File: src/rtl/tmrv_pkg.sv
`timescale 1ns / 1ps
// Shared types and constants of the TMR mid-value voter.
// Used by the top, lane and merge modules; depends on nothing else.
package tmrv_pkg;

    // Parameter defaults
    localparam int VALUE_BITS_DEF = 32;
    localparam int COUNT_BITS_DEF = 16;

    // Register widths and the configuration port
    localparam int MAX_DEV_W   = 31;
    localparam int TIE_W       = 2;
    localparam int MIN_VOTES_W = 16;
    localparam int CFG_DATA_W  = 31;
    localparam int CFG_IDX_W   = 2;

    localparam logic [CFG_IDX_W-1:0] REG_MAX_DEV   = 2'd0;
    localparam logic [CFG_IDX_W-1:0] REG_TIE       = 2'd1;
    localparam logic [CFG_IDX_W-1:0] REG_USE_AVG   = 2'd2;
    localparam logic [CFG_IDX_W-1:0] REG_MIN_VOTES = 2'd3;

    localparam logic [MAX_DEV_W-1:0] MAX_DEV_RST = 31'd65536;

    // Sensor health codes
    localparam logic [1:0] HLT_HEALTHY  = 2'd0;
    localparam logic [1:0] HLT_DEGRADED = 2'd1;

    // Voter state codes
    localparam logic [2:0] ST_INIT      = 3'd0;
    localparam logic [2:0] ST_AGREE     = 3'd1;
    localparam logic [2:0] ST_DISAGREE  = 3'd2;
    localparam logic [2:0] ST_DEGRADED  = 3'd3;
    localparam logic [2:0] ST_NO_QUORUM = 3'd4;

    // Confidence levels in tenths
    localparam logic [3:0] CONF_TRIPLE       = 4'd10;
    localparam logic [3:0] CONF_TRIPLE_SPLIT = 4'd7;
    localparam logic [3:0] CONF_PAIR         = 4'd8;
    localparam logic [3:0] CONF_PAIR_SPLIT   = 4'd5;
    localparam logic [3:0] CONF_MIN          = 4'd1;
    localparam logic [3:0] CONF_NONE         = 4'd0;

    // Pair slots: sensors (0,1), (0,2), (1,2)
    localparam int P01 = 0;
    localparam int P02 = 1;
    localparam int P12 = 2;

    typedef struct packed {
        logic used;
        logic degraded;
    } lane_flag_t;

    typedef struct packed {
        logic [3:0] conf;
        logic [2:0] state;
        logic [1:0] active_count;
        logic [2:0] used_mask;
        logic       agree;
        logic       vote_valid;
        logic       status;
    } vote_ctrl_t;

endpackage

File: src/rtl/tmr_mid_value_voter.sv
`timescale 1ns / 1ps
// Top level of the TMR mid-value select voter: lanes, pair stage, merge, state.
// Depends on tmrv_pkg, tmrv_lane, tmrv_pair and tmrv_merge.
//
// The voter takes one vote per transfer on the s_ channel (three signed
// fixed-point readings with health codes and a finite mask) and returns one
// result per vote on the m_ channel. It sustains one vote per clock cycle
// while m_ready stays high. The lane and pair logic works on the vote before
// its transfer edge, which loads the first stage. The merge logic runs in the
// next cycle, and the output register and the voter state are written when
// the first stage advances into a free or draining output register. The
// output register holds a result until it is taken. While it waits, the
// first stage can hold one more vote; s_ready is low while that stage is full.
// Configuration registers are written through cfg_wr_en/cfg_index/cfg_wr_data
// and should only change while no vote is in flight.
module tmr_mid_value_voter #(
    parameter int VALUE_BITS = tmrv_pkg::VALUE_BITS_DEF,
    parameter int COUNT_BITS = tmrv_pkg::COUNT_BITS_DEF
) (
    input  logic                                aclk,
    input  logic                                aresetn,
    // configuration write port
    input  logic                                cfg_wr_en,
    input  logic [tmrv_pkg::CFG_IDX_W-1:0]      cfg_index,
    input  logic [tmrv_pkg::CFG_DATA_W-1:0]     cfg_wr_data,
    // vote input
    input  logic                                s_valid,
    output logic                                s_ready,
    input  logic signed [VALUE_BITS-1:0]        s_value_a,
    input  logic signed [VALUE_BITS-1:0]        s_value_b,
    input  logic signed [VALUE_BITS-1:0]        s_value_c,
    input  logic [1:0]                          s_health_a,
    input  logic [1:0]                          s_health_b,
    input  logic [1:0]                          s_health_c,
    input  logic [2:0]                          s_finite_mask,
    // vote result
    output logic                                m_valid,
    input  logic                                m_ready,
    output logic signed [VALUE_BITS-1:0]        m_voted_value,
    output logic [VALUE_BITS-1:0]               m_spread,
    output logic [3:0]                          m_confidence_tenths,
    output logic [2:0]                          m_voter_state,
    output logic [1:0]                          m_active_count,
    output logic [2:0]                          m_used_mask,
    output logic                                m_agree,
    output logic                                m_vote_valid,
    output logic                                m_status
);
    import tmrv_pkg::*;

    // Configuration registers
    logic [MAX_DEV_W-1:0]   max_dev_reg;
    logic [TIE_W-1:0]       tie_reg;
    logic                   use_avg_reg;
    logic [MIN_VOTES_W-1:0] min_votes_reg;

    always_ff @(posedge aclk) begin
        if (!aresetn) begin
            max_dev_reg   <= MAX_DEV_RST;
            tie_reg       <= '0;
            use_avg_reg   <= 1'b0;
            min_votes_reg <= '0;
        end else if (cfg_wr_en) begin
            case (cfg_index)
                REG_MAX_DEV:   max_dev_reg   <= cfg_wr_data[MAX_DEV_W-1:0];
                REG_TIE:       tie_reg       <= cfg_wr_data[TIE_W-1:0];
                REG_USE_AVG:   use_avg_reg   <= cfg_wr_data[0];
                REG_MIN_VOTES: min_votes_reg <= cfg_wr_data[MIN_VOTES_W-1:0];
                default: ;
            endcase
        end
    end

    // Handshake: advance the first stage whenever the output register is
    // free or being drained; the input side stays open behind it.
    logic s1_valid_reg;
    logic s1_valid_next;
    logic out_valid_reg;
    logic out_valid_next;
    logic out_free;
    logic s1_adv;
    logic s_fire;

    assign out_free = !out_valid_reg || m_ready;
    assign s1_adv   = s1_valid_reg && out_free;
    assign s_ready  = !s1_valid_reg || out_free;
    assign s_fire   = s_valid && s_ready;

    assign s1_valid_next  = s_fire ? 1'b1 : (s1_adv ? 1'b0 : s1_valid_reg);
    assign out_valid_next = s1_adv ? 1'b1 : (m_ready ? 1'b0 : out_valid_reg);

    // Stage 1: per-sensor lanes and the three pairwise compares
    logic signed [VALUE_BITS-1:0] in_val  [3];
    logic        [1:0]            in_hlt  [3];
    lane_flag_t                   lane_flag [3];
    logic                         pair_lt   [3];
    logic        [VALUE_BITS-1:0] pair_absd [3];
    logic signed [VALUE_BITS-1:0] pair_avg  [3];

    assign in_val[0] = s_value_a;
    assign in_val[1] = s_value_b;
    assign in_val[2] = s_value_c;
    assign in_hlt[0] = s_health_a;
    assign in_hlt[1] = s_health_b;
    assign in_hlt[2] = s_health_c;

    for (genvar i = 0; i < 3; i++) begin : g_lane
        tmrv_lane u_lane (
            .health (in_hlt[i]),
            .finite (s_finite_mask[i]),
            .flag   (lane_flag[i])
        );
    end

    // Pair slots: (a,b), (a,c), (b,c)
    for (genvar k = 0; k < 3; k++) begin : g_pair
        tmrv_pair #(
            .VALUE_BITS (VALUE_BITS)
        ) u_pair (
            .x        ((k == 2) ? in_val[1] : in_val[0]),
            .y        ((k == 0) ? in_val[1] : in_val[2]),
            .lt       (pair_lt[k]),
            .abs_diff (pair_absd[k]),
            .avg      (pair_avg[k])
        );
    end

    // Stage 1 registers: hold lane and pair results for the merge stage
    logic signed [VALUE_BITS-1:0] val_reg  [3];
    lane_flag_t                   flag_reg [3];
    logic                         lt_reg   [3];
    logic        [VALUE_BITS-1:0] absd_reg [3];
    logic signed [VALUE_BITS-1:0] avg_reg  [3];

    always_ff @(posedge aclk) begin
        if (s_fire) begin
            for (int j = 0; j < 3; j++) begin
                val_reg[j]  <= in_val[j];
                flag_reg[j] <= lane_flag[j];
                lt_reg[j]   <= pair_lt[j];
                absd_reg[j] <= pair_absd[j];
                avg_reg[j]  <= pair_avg[j];
            end
        end
    end

    // Voter state
    logic        [2:0]            cur_state_reg;
    logic        [2:0]            cur_state_next;
    logic        [COUNT_BITS-1:0] vote_count_reg;
    logic        [COUNT_BITS-1:0] vote_count_next;
    logic                         have_last_reg;
    logic                         have_last_next;
    logic signed [VALUE_BITS-1:0] last_good_reg;
    logic signed [VALUE_BITS-1:0] last_good_next;

    // Stage 2: merge the lanes into one vote
    logic signed [VALUE_BITS-1:0] mrg_voted;
    logic        [VALUE_BITS-1:0] mrg_spread;
    vote_ctrl_t                   mrg_ctrl;

    tmrv_merge #(
        .VALUE_BITS (VALUE_BITS),
        .COUNT_BITS (COUNT_BITS)
    ) u_merge (
        .val             (val_reg),
        .flag            (flag_reg),
        .lt              (lt_reg),
        .absd            (absd_reg),
        .avg             (avg_reg),
        .max_dev         (max_dev_reg),
        .tie             (tie_reg),
        .use_avg         (use_avg_reg),
        .min_votes       (min_votes_reg),
        .cur_state       (cur_state_reg),
        .vote_count      (vote_count_reg),
        .have_last       (have_last_reg),
        .last_good       (last_good_reg),
        .voted           (mrg_voted),
        .spread          (mrg_spread),
        .ctrl            (mrg_ctrl),
        .state_next      (cur_state_next),
        .vote_count_next (vote_count_next),
        .have_last_next  (have_last_next),
        .last_good_next  (last_good_next)
    );

    // Commit the state only when the vote moves into the output register
    always_ff @(posedge aclk) begin
        if (!aresetn) begin
            s1_valid_reg   <= 1'b0;
            out_valid_reg  <= 1'b0;
            cur_state_reg  <= ST_INIT;
            vote_count_reg <= '0;
            have_last_reg  <= 1'b0;
            last_good_reg  <= '0;
        end else begin
            s1_valid_reg  <= s1_valid_next;
            out_valid_reg <= out_valid_next;
            if (s1_adv) begin
                cur_state_reg  <= cur_state_next;
                vote_count_reg <= vote_count_next;
                have_last_reg  <= have_last_next;
                last_good_reg  <= last_good_next;
            end
        end
    end

    // Output register
    logic signed [VALUE_BITS-1:0] voted_reg;
    logic        [VALUE_BITS-1:0] spread_reg;
    vote_ctrl_t                   ctrl_reg;

    always_ff @(posedge aclk) begin
        if (s1_adv) begin
            voted_reg  <= mrg_voted;
            spread_reg <= mrg_spread;
            ctrl_reg   <= mrg_ctrl;
        end
    end

    assign m_valid             = out_valid_reg;
    assign m_voted_value       = voted_reg;
    assign m_spread            = spread_reg;
    assign m_confidence_tenths = ctrl_reg.conf;
    assign m_voter_state       = ctrl_reg.state;
    assign m_active_count      = ctrl_reg.active_count;
    assign m_used_mask         = ctrl_reg.used_mask;
    assign m_agree             = ctrl_reg.agree;
    assign m_vote_valid        = ctrl_reg.vote_valid;
    assign m_status            = ctrl_reg.status;

    // Checks
    a_nq_result : assert property (@(posedge aclk) disable iff (!aresetn)
        (m_valid && m_status) |->
            (!m_vote_valid && !m_agree && m_spread == '0 &&
             m_voter_state == ST_NO_QUORUM))
        else $error("no-quorum result carries vote data");

    a_valid_conf : assert property (@(posedge aclk) disable iff (!aresetn)
        (m_valid && m_vote_valid) |-> (m_confidence_tenths != CONF_NONE && !m_status))
        else $error("valid vote with zero confidence or no-quorum status");

    a_count_mask : assert property (@(posedge aclk) disable iff (!aresetn)
        m_valid |-> (32'(m_active_count) == $countones(m_used_mask)))
        else $error("active count disagrees with used mask");

    a_have_last_sticky : assert property (@(posedge aclk) disable iff (!aresetn)
        !$fell(have_last_reg))
        else $error("held value lost without reset");

    a_state_commit : assert property (@(posedge aclk) disable iff (!aresetn)
        !$past(s1_adv) |-> $stable(vote_count_reg))
        else $error("vote count moved without a committed vote");

endmodule

File: src/rtl/tmrv_lane.sv
`timescale 1ns / 1ps
// One sensor lane: qualifies a reading from its finite bit and health code.
// Depends on tmrv_pkg.
module tmrv_lane (
    input  logic [1:0]             health,
    input  logic                   finite,
    output tmrv_pkg::lane_flag_t   flag
);
    import tmrv_pkg::*;

    // Health codes two and three mean nothing and count as faulty.
    assign flag.used     = finite && (health == HLT_HEALTHY || health == HLT_DEGRADED);
    assign flag.degraded = finite && (health == HLT_DEGRADED);

endmodule

File: src/rtl/tmrv_pair.sv
`timescale 1ns / 1ps
// Pairwise compare of two readings: order, absolute difference, floor average.
// Does not use tmrv_pkg; stands alone.
module tmrv_pair #(
    parameter int VALUE_BITS = 32
) (
    input  logic signed [VALUE_BITS-1:0] x,
    input  logic signed [VALUE_BITS-1:0] y,
    output logic                         lt,
    output logic        [VALUE_BITS-1:0] abs_diff,
    output logic signed [VALUE_BITS-1:0] avg
);
    logic signed [VALUE_BITS:0] x_ext;
    logic signed [VALUE_BITS:0] y_ext;
    logic signed [VALUE_BITS:0] diff_xy;
    logic signed [VALUE_BITS:0] diff_yx;
    logic signed [VALUE_BITS:0] sum;

    assign x_ext   = {x[VALUE_BITS-1], x};
    assign y_ext   = {y[VALUE_BITS-1], y};
    assign diff_xy = x_ext - y_ext;
    assign diff_yx = y_ext - x_ext;
    assign sum     = x_ext + y_ext;

    assign lt       = diff_xy[VALUE_BITS];
    assign abs_diff = lt ? diff_yx[VALUE_BITS-1:0] : diff_xy[VALUE_BITS-1:0];
    // drop the low bit of the widened sum: rounds toward minus infinity
    assign avg      = sum[VALUE_BITS:1];

endmodule

File: src/rtl/tmrv_merge.sv
`timescale 1ns / 1ps
// Merge stage: combines lane flags and pair results into one vote and the
// next voter state. Depends on tmrv_pkg.
module tmrv_merge #(
    parameter int VALUE_BITS = 32,
    parameter int COUNT_BITS = 16
) (
    input  logic signed [VALUE_BITS-1:0]          val      [3],
    input  tmrv_pkg::lane_flag_t                  flag     [3],
    input  logic                                  lt       [3],
    input  logic        [VALUE_BITS-1:0]          absd     [3],
    input  logic signed [VALUE_BITS-1:0]          avg      [3],
    input  logic        [tmrv_pkg::MAX_DEV_W-1:0]   max_dev,
    input  logic        [tmrv_pkg::TIE_W-1:0]       tie,
    input  logic                                  use_avg,
    input  logic        [tmrv_pkg::MIN_VOTES_W-1:0] min_votes,
    input  logic        [2:0]                     cur_state,
    input  logic        [COUNT_BITS-1:0]          vote_count,
    input  logic                                  have_last,
    input  logic signed [VALUE_BITS-1:0]          last_good,
    output logic signed [VALUE_BITS-1:0]          voted,
    output logic        [VALUE_BITS-1:0]          spread,
    output tmrv_pkg::vote_ctrl_t                  ctrl,
    output logic        [2:0]                     state_next,
    output logic        [COUNT_BITS-1:0]          vote_count_next,
    output logic                                  have_last_next,
    output logic signed [VALUE_BITS-1:0]          last_good_next
);
    import tmrv_pkg::*;

    localparam int CMP_W = (VALUE_BITS > MAX_DEV_W) ? VALUE_BITS : MAX_DEV_W;
    localparam int MV_W  = (COUNT_BITS > MIN_VOTES_W) ? COUNT_BITS : MIN_VOTES_W;

    logic        [2:0]            used;
    logic        [2:0]            degr;
    logic        [1:0]            cnt;
    logic        [1:0]            deg_cnt;
    logic signed [VALUE_BITS-1:0] med;
    logic        [VALUE_BITS-1:0] tri_spread;
    logic signed [VALUE_BITS-1:0] px;
    logic signed [VALUE_BITS-1:0] py;
    logic signed [VALUE_BITS-1:0] pair_avg;
    logic        [VALUE_BITS-1:0] pair_spread;
    logic        [1:0]            ix0;
    logic        [1:0]            ix1;
    logic signed [VALUE_BITS-1:0] pair_val;
    logic signed [VALUE_BITS-1:0] q_voted;
    logic        [VALUE_BITS-1:0] q_spread;
    logic                         q_agree;
    logic        [3:0]            conf_base;
    logic        [3:0]            q_conf;
    logic        [COUNT_BITS-1:0] count_inc;
    logic                         reached;
    logic        [2:0]            q_state;

    assign used    = {flag[2].used, flag[1].used, flag[0].used};
    assign degr    = {flag[2].degraded, flag[1].degraded, flag[0].degraded};
    assign cnt     = 2'($countones(used));
    assign deg_cnt = 2'($countones(used & degr));

    // Median and spread of three from the three pair orderings
    always_comb begin
        if (lt[P01]) begin
            if (lt[P12]) begin
                med = val[1]; tri_spread = absd[P02];
            end else if (lt[P02]) begin
                med = val[2]; tri_spread = absd[P01];
            end else begin
                med = val[0]; tri_spread = absd[P12];
            end
        end else begin
            if (lt[P02]) begin
                med = val[0]; tri_spread = absd[P12];
            end else if (lt[P12]) begin
                med = val[2]; tri_spread = absd[P01];
            end else begin
                med = val[1]; tri_spread = absd[P02];
            end
        end
    end

    // Pick the pair left over when one sensor drops out
    always_comb begin
        case (used)
            3'b101: begin
                px = val[0]; py = val[2]; ix0 = 2'd0; ix1 = 2'd2;
                pair_avg = avg[P02]; pair_spread = absd[P02];
            end
            3'b110: begin
                px = val[1]; py = val[2]; ix0 = 2'd1; ix1 = 2'd2;
                pair_avg = avg[P12]; pair_spread = absd[P12];
            end
            default: begin
                px = val[0]; py = val[1]; ix0 = 2'd0; ix1 = 2'd1;
                pair_avg = avg[P01]; pair_spread = absd[P01];
            end
        endcase
    end

    always_comb begin
        pair_val = pair_avg;
        if (!use_avg && tie == ix0) begin
            pair_val = px;
        end else if (!use_avg && tie == ix1) begin
            pair_val = py;
        end
    end

    assign q_voted  = (cnt == 2'd3) ? med : pair_val;
    assign q_spread = (cnt == 2'd3) ? tri_spread : pair_spread;
    assign q_agree  = CMP_W'(q_spread) <= CMP_W'(max_dev);

    always_comb begin
        if (cnt == 2'd3) begin
            conf_base = q_agree ? CONF_TRIPLE : CONF_TRIPLE_SPLIT;
        end else begin
            conf_base = q_agree ? CONF_PAIR : CONF_PAIR_SPLIT;
        end
    end

    assign q_conf = (conf_base > ({2'b00, deg_cnt} + 4'd1)) ?
                    (conf_base - {2'b00, deg_cnt}) : CONF_MIN;

    assign count_inc = (vote_count == {COUNT_BITS{1'b1}}) ?
                       vote_count : (vote_count + COUNT_BITS'(1));
    assign reached   = MV_W'(count_inc) >= MV_W'(min_votes);

    always_comb begin
        if (!reached) begin
            q_state = cur_state;
        end else if (cnt == 2'd3) begin
            q_state = q_agree ? ST_AGREE : ST_DISAGREE;
        end else begin
            q_state = ST_DEGRADED;
        end
    end

    always_comb begin
        ctrl.active_count = cnt;
        ctrl.used_mask    = used;
        if (cnt[1]) begin
            voted            = q_voted;
            spread           = q_spread;
            ctrl.conf        = q_conf;
            ctrl.state       = q_state;
            ctrl.agree       = q_agree;
            ctrl.vote_valid  = 1'b1;
            ctrl.status      = 1'b0;
            state_next       = q_state;
            vote_count_next  = count_inc;
            have_last_next   = 1'b1;
            last_good_next   = q_voted;
        end else begin
            voted            = have_last ? last_good : '0;
            spread           = '0;
            ctrl.conf        = have_last ? CONF_MIN : CONF_NONE;
            ctrl.state       = ST_NO_QUORUM;
            ctrl.agree       = 1'b0;
            ctrl.vote_valid  = 1'b0;
            ctrl.status      = 1'b1;
            state_next       = ST_NO_QUORUM;
            vote_count_next  = vote_count;
            have_last_next   = have_last;
            last_good_next   = last_good;
        end
    end

endmodule
File: config.mk
export PLATFORM = sky130hd
export DESIGN_NAME = tmr_mid_value_voter
export DESIGN_NICKNAME = d
export VERILOG_FILES = /design/src/rtl/tmrv_pkg.sv /design/src/rtl/tmr_mid_value_voter.sv /design/src/rtl/tmrv_lane.sv /design/src/rtl/tmrv_pair.sv /design/src/rtl/tmrv_merge.sv
export SDC_FILE = /design/constraint.sdc
export NUM_CORES = 2
export LEC_CHECK = 0
export BUFFER_PORTS_ARGS = -buffer_cell sky130_fd_sc_hd__buf_2
export CAP_MARGIN = 20
export CORE_MARGIN = 4
export CORE_UTILIZATION = 40
export CTS_BUF_LIST = sky130_fd_sc_hd__clkbuf_4
export CTS_CLUSTER_SIZE = 8
export DETAILED_ROUTE_END_ITERATION = 6
export HOLD_SLACK_MARGIN = 0.12
export PLACE_DENSITY_LB_ADDON = 0.08
export SLEW_MARGIN = 40
export SYNTH_ARGS = -nofsm -noshare
export SYNTH_HDL_FRONTEND = slang
export SYNTH_SLANG_ARGS = --single-unit
File: constraint.sdc
create_clock -name aclk -period 12 [get_ports aclk]
set_clock_uncertainty 0.2 [all_clocks]
set_input_delay 2.4 -clock aclk [delete_from_list [all_inputs] [get_ports aclk]]
set_output_delay 2.4 -clock aclk [all_outputs]
set_load 0.01 [all_outputs]
==> After elaboration in Yosys (flattened, before gate mapping) <==
Index checks and enable logic that the tools add are counted.
{ "classes": {"n_mux": 41, "order_cmp": 3, "n_bitwise": 1, "reduce_logical": 30, "addsub": 16, "n_eq_ne": 12} }
{ "op_table": {"columns": ["op", "count"], "rows": [
  ["$mux 32", 21],
  ["$pmux 32 s2", 2],
  ["$add 32x32->33", 3],
  ["$sub 32x32->33", 3],
  ["$sub 32x32->32", 3],
  ["$le 32x31->1", 1],
  ["$add 16x1->16 const B", 1],
  ["$eq 16x16->1 const B", 1],
  ["$ge 16x16->1", 1],
  ["$mux 16", 1],
  ["$mux 4", 4],
  ["$logic_and 1x1->1", 10],
  ["$reduce_and 2->1", 5],
  ["$mux 3", 3],
  ["$eq 2x1->1 const B", 4],
  ["$logic_not 2->1", 4],
  ["$mux 7", 1],
  ["$eq 2x2->1 const B", 3],
  ["$eq 3x3->1 const B", 2],
  ["$mux 1", 6],
  ["$mux 2", 3],
  ["$logic_or 1x1->1", 5],
  ["$add 1x1->2", 2],
  ["$add 2x1->2", 2],
  ["other kinds (9)", 12]
]} }
{ "word_totals": {"register_bits": 480, "inputBits": 143, "out_inout_bits": 81} }

==> Longest topological paths before layout <==
{ "logic_depth": {"depth_word": 10, "ltp_mapped": 24} }

==> Cells and area by module <==
From an unflattened synthesis, not the netlist that was laid out.
{ "hier_totals": {"hier_cells": 4676, "hier_area_um2": 40869.2} }
{ "modules_own_cells": {"columns": ["module", "instances", "area_per_inst_um2", "cells_each"], "rows": [
  ["tmr_mid_value_voter", 1, 15327.2, 814],
  ["tmrv_merge", 1, 9445.3, 1515],
  ["tmrv_pair (g_pair[1].u_pair)", 1, 5531.6, 790],
  ["tmrv_pair (g_pair[2].u_pair)", 1, 5318.9, 782],
  ["tmrv_pair (g_pair[0].u_pair)", 1, 5201.2, 769],
  ["tmrv_lane", 3, 15.0, 2]
]} }

==> Least setup slack after synthesis <==
No wires, ideal clock.
{ "synth_timing": {"kind": "input -> register", "start": "input port m_ready", "end": "register absd_reg[0] (netlist name), enable pin", "path_buffers": 0, "path_stages": 3, "arrival_time_ns": 9.358, "t_required_ns": 11.102, "setup_time_ns": 0.698, "slack_ns": 1.744, "cell_sequence": "nor2b_1 -> nand2_1 -> and2_1"} }
{ "synth_via": {"elab_chain_cells": 3} }
{ "synth_lines": {"columns": ["item", "line_no", "text"], "rows": [
  ["start: declaration", "tmr_mid_value_voter.sv:38", "input logic m_ready,"],
  ["$logic_or 1x1->1", "tmr_mid_value_voter.sv:84", "assign out_free = !out_valid_reg || m_ready;"],
  ["$logic_or 1x1->1", "tmr_mid_value_voter.sv:86", "assign s_ready = !s1_valid_reg || out_free;"],
  ["net s_ready", "tmr_mid_value_voter.sv:28", "output logic s_ready,"],
  ["$logic_and 1x1->1", "tmr_mid_value_voter.sv:87", "assign s_fire = s_valid && s_ready;"],
  ["end signal: indexed assignment", "tmr_mid_value_voter.sv:141", "absd_reg[j] <= pair_absd[j];"],
  ["end: declaration", "tmr_mid_value_voter.sv:132", "logic [VALUE_BITS-1:0] absd_reg [3];"]
]} }
The timed path passes the listed nets, and every way through them passes these cells.
A chain may end at the register's enable or synchronous reset.

==> Worst setup path after layout <==
{ "layout_timing": {"start": "register flag_reg[1] (netlist name)", "end": "register ctrl_reg (netlist bit m_confidence_tenths[1]) (data pin)"} }
{ "layout_via": {"elab_chain_cells": 9, "elab_cells_between_ends": 17, "classes_between": "add/sub (4); order compare (2); eq/ne (3); mux (7); bitwise (1)"} }
{ "layout_lines": {"columns": ["item", "line_no", "text"], "rows": [
  ["start: declaration", "tmr_mid_value_voter.sv:130", "lane_flag_t flag_reg [3];"],
  ["start signal: indexed assignment", "tmr_mid_value_voter.sv:139", "flag_reg[j] <= lane_flag[j];"],
  ["$add 2x1->2 (not written as such) or $eq 3x3->1 (tied branches)", "tmrv_merge.sv:58, tmrv_merge.sv:84", null],
  ["$eq 2x2->1 or $pmux 32 s2 (tied branches)", "tmrv_merge.sv:110, tmrv_merge.sv:84", null],
  ["$mux 32 *", "tmrv_merge.sv:110", "assign q_spread = (cnt == 2'd3) ? tri_spread : pair_spread;"],
  ["net u_merge.q_spread[11]", "tmrv_merge.sv:48", "logic [VALUE_BITS-1:0] q_spread;"],
  ["$le 32x31->1 *", "tmrv_merge.sv:111", "assign q_agree = CMP_W'(q_spread) <= CMP_W'(max_dev);"],
  ["net u_merge.q_agree", "tmrv_merge.sv:49", "logic q_agree;"],
  ["$mux 4, on equally long branches", "tmrv_merge.sv:117, tmrv_merge.sv:115", null],
  ["$mux 4 *", "tmrv_merge.sv:114", "if (cnt == 2'd3) begin"],
  ["$sub 4x2->4 or $gt 4x4->1 (tied branches)", "tmrv_merge.sv:122, tmrv_merge.sv:121", null],
  ["$mux 4 *", "tmrv_merge.sv:121", "assign q_conf = (conf_base > ({2'b00, deg_cnt} + 4'd1)) ?"],
  ["$mux 7 *", "tmrv_merge.sv:141", "if (cnt[1]) begin"],
  ["end signal: assignment", "tmr_mid_value_voter.sv:218", "ctrl_reg <= mrg_ctrl;"],
  ["end: declaration", "tmr_mid_value_voter.sv:212", "vote_ctrl_t ctrl_reg;"]
]} }
Mark *: on every way through the listed nets, which the timed path passes. The rest lies on a longest branch.

==> metrics.yaml <==
placed_design:
  place.gp.congestion: 0.984
  post-dp-hpwl_mm: 108
  portBuffers: 223
  placed_area_sq_um: 39100
  place.detailed.instances: 5380
setup_path:
  endpoint_kind: "register"
  critical-path-slowest-cell: "nor2_4"
  cp_max_fo: 45
  critical_path.max_stage_delay_ps: 750
  start_kind: "register"
  worstSetupPathType: "register to register"
  worstPathCellList: "nand2_1, nor2_4, buf_4, nor2_4, buf_4, nand2_1, a31oi_1, ha_1, nand4_1, nor3_1, o2111ai_1, o211a_1, o21ai_1, inv_1, ha_1, nor2b_1, o21ai_0, nand2b_1, and3_1"
  crit_required_ps: 12560
  worst_ep_arrival_time_ps: 6860
synth:
  syn_area_sq_um: 37000
  yosysWarningCount: 0
  syn-num-nets: 4682
  synthArstFlopShare: 0
  ys_ff_latch: 479
  synth.largest_area_cell: "edfxtp_1"
  synth_xor_area_frac: 0.0464
  synthAdderAreaFrac: 0.121
  synth_top_area_frac: 0.305
  synthTopCellsByArea: "edfxtp_1, ha_1, a21oi_1"
  yosys.cell_types.count: 82
  synth-edff-count: 375
  synth_compound_area_frac: 0.247
  yosysSeqAreaShare: 0.361
  avgSynthCellArea_sq_um: 8.83
  yosys_most_used_dff: "edfxtp_1"
  synth_simple_gate_area_frac: 0.134
  muxShareOfSynthArea: 0.0357
  synth_top_family_by_area: "compound AO/OA/AOI/OAI gates"
  syn_inst: 4189
min_path:
  hp-class: "register to register"
timing:
  setup_tns_ps: 0
  period_share: 0.525
  hold_slack_ps: 254
  hold_viol: 0
  max_slew_margin: 0.368
  max_freq_mhz: 159
  layout_min_cycle_time_ps: 6310
  rsz0062_at_grt: "no"
  drv_slew: 0
  setup_viol: 0
  tightest_slew_ps: 943
route:
  dr.pass1.iters: 7
  wl_per_cell_microns: 25.9
  via_count: 34038
  vias_per_cell: 6.03
  drc: 2
  drtIter0Drc: 3456
  drt_wl_total_mm: 146
  ant_nets: 0
clock_tree:
  cts_resized: 0
  ctsRootBufferMaster: "clkbuf_4"
  clkTransAtPathRegs_ps: 60
  h-tree-depth: 4
  clock-sinks: 479
  postCtsSetupBuffers: 0
  worstSkewPairLatency_ps: 1040
  holdBufCountCts: 0
  cts_tree: "yes"
  cts_made_buffers: 146
  max-clock-path-buffers: 3
floorplan:
  row_count: 111
  die_w_microns: 312
  coreArea_sq_um: 91700
  die_area_sq_um: 97400
  ios: 224
  start_util: 0.403
  die_h_microns: 312
power_and_ir_drop:
  p_leak_uw: 0.0164
  totalPowerFinal_uw: 5540
  peakVddDrop_mv: 0.0839
  power-per-cell-area_nw_per_um2: 135
global_route:
  grt.overflow.total: 0
  grt_pass1_vias: 32131
  grt_pass1_wl_mm: 213
  gr-usage-all-layers: 0.289
  antenna_found_initial: 9
  grt_start_max_net_pins: 127
layout:
  drive_above_1_share: 0.125
  stdcell_area_sq_um: 41000
  areaGrowthSynthToFinish_pct: 10.8
  final_cell_mix: "a21oi_1, nand2_1, edfxtp_1"
  fin_nets: 4835
  final_common_cell: "a21oi_1"
  final_cells: 5642
run_status:
  run_status: "finished with violations"
  failed_checks: "DRC"
flow_run:
  max-cap-violations: 0
==> cell usage after synthesis, types with 13 or more instances <==
| master | number |
|---|---|
| a21oi_1 | 427 |
| nand2_1 | 386 |
| edfxtp_1 | 375 |
| o21a_1 | 23 |
| inv_1 | 266 |
| xnor2_1 | 148 |
| and2_1 | 47 |
| o21bai_1 | 76 |
| buf_1 | 32 |
| nor2_1 | 294 |
| dfxtp_1 | 104 |
| nand3_1 | 102 |
| ha_1 | 338 |
| clkbuf_1 | 206 |
| a211o_1 | 37 |
| a22oi_1 | 94 |
| or3_1 | 14 |
| o22ai_1 | 129 |
| a21o_1 | 74 |
| nand2b_1 | 43 |
| mux2i_1 | 123 |
| buf_2 | 20 |
| a211oi_1 | 85 |
| o21ai_0 | 173 |
| a221oi_1 | 18 |
| o31ai_1 | 24 |
| nor2b_1 | 32 |
| a31oi_1 | 90 |
| o211ai_1 | 26 |
| nor3_1 | 49 |
| xor2_1 | 48 |
| a22o_1 | 37 |
| nor4_1 | 13 |
| nand4_1 | 43 |
==> cell families after synthesis <==
logic type | after synthesis
compound gates | 1417
simple gates | 1081
buf+inv | 536
flops | 479
fa+ha+maj | 350
xor+xnor | 196
mux | 130
==> per-stage QoR <==
step,setup slack (ps),utilization
5_1_grt,5310,0.447
6_report,5690,0.447
3_3_place_gp,5170,0.425
3_5_place_dp,5130,0.426
4_1_cts,5720,0.447
2_1_floorplan,1740,-
==> where the power goes <==
| group | switching [uW] | internal (uW) |
|---|---|---|
| combinational | 1200 | 590 |
| sequential | 103 | 2010 |
| clock | 786 | 850 |
| total | 2090 | 3450 |
==> metal layers <==
metal / routed length, microns / share of wire / vias to the layer above / track usage
met1: 67100 / 0.46 / 16545 / 0.422
met3: 14000 / 0.096 / 205 / 0.0745
met4: 3380 / 0.023 / 4 / 0.0814
met5: 32 / 0.00022 / - / 0
met2: 61500 / 0.42 / 1526 / 0.422
li1: - / - / 15758 / -
==> worst max-delay path, delay by kind of cell, from the launching register on <==
family          cells  cell delay, ps
compound gates      5            1590
fa+ha+maj           2             570
buf+inv             3            1210
flops               1             470
simple gates        9            1970
==> layout make-up <==
type	count	area, sq um
Antenna cell	5	12.5
Clock buffer	203	1520
Clock inverter	54	319
Fill cell	9129	50700
Inverter	277	1040
Multi-Input combinational cell	3174	21800
Sequential cell	479	13300
Tap cell	1186	1480
Timing Repair Buffer	264	1460
==> worst paths after layout <==
kind                                     from                                    to  slack [ps]  cells past startpoint
setup / recovery        flag_reg[1]$_DFFE_PP_  m_confidence_tenths[1]$_SDFFCE_PP0P_        5690                     19
hold / removal    max_dev_reg[2]$_SDFFE_PN0P_           max_dev_reg[2]$_SDFFE_PN0P_         250                      2
setup reg to reg        flag_reg[1]$_DFFE_PP_  m_confidence_tenths[1]$_SDFFCE_PP0P_        5690                     19
hold reg to reg   max_dev_reg[2]$_SDFFE_PN0P_           max_dev_reg[2]$_SDFFE_PN0P_         250                      2
(Power assumes the default switching activity.)
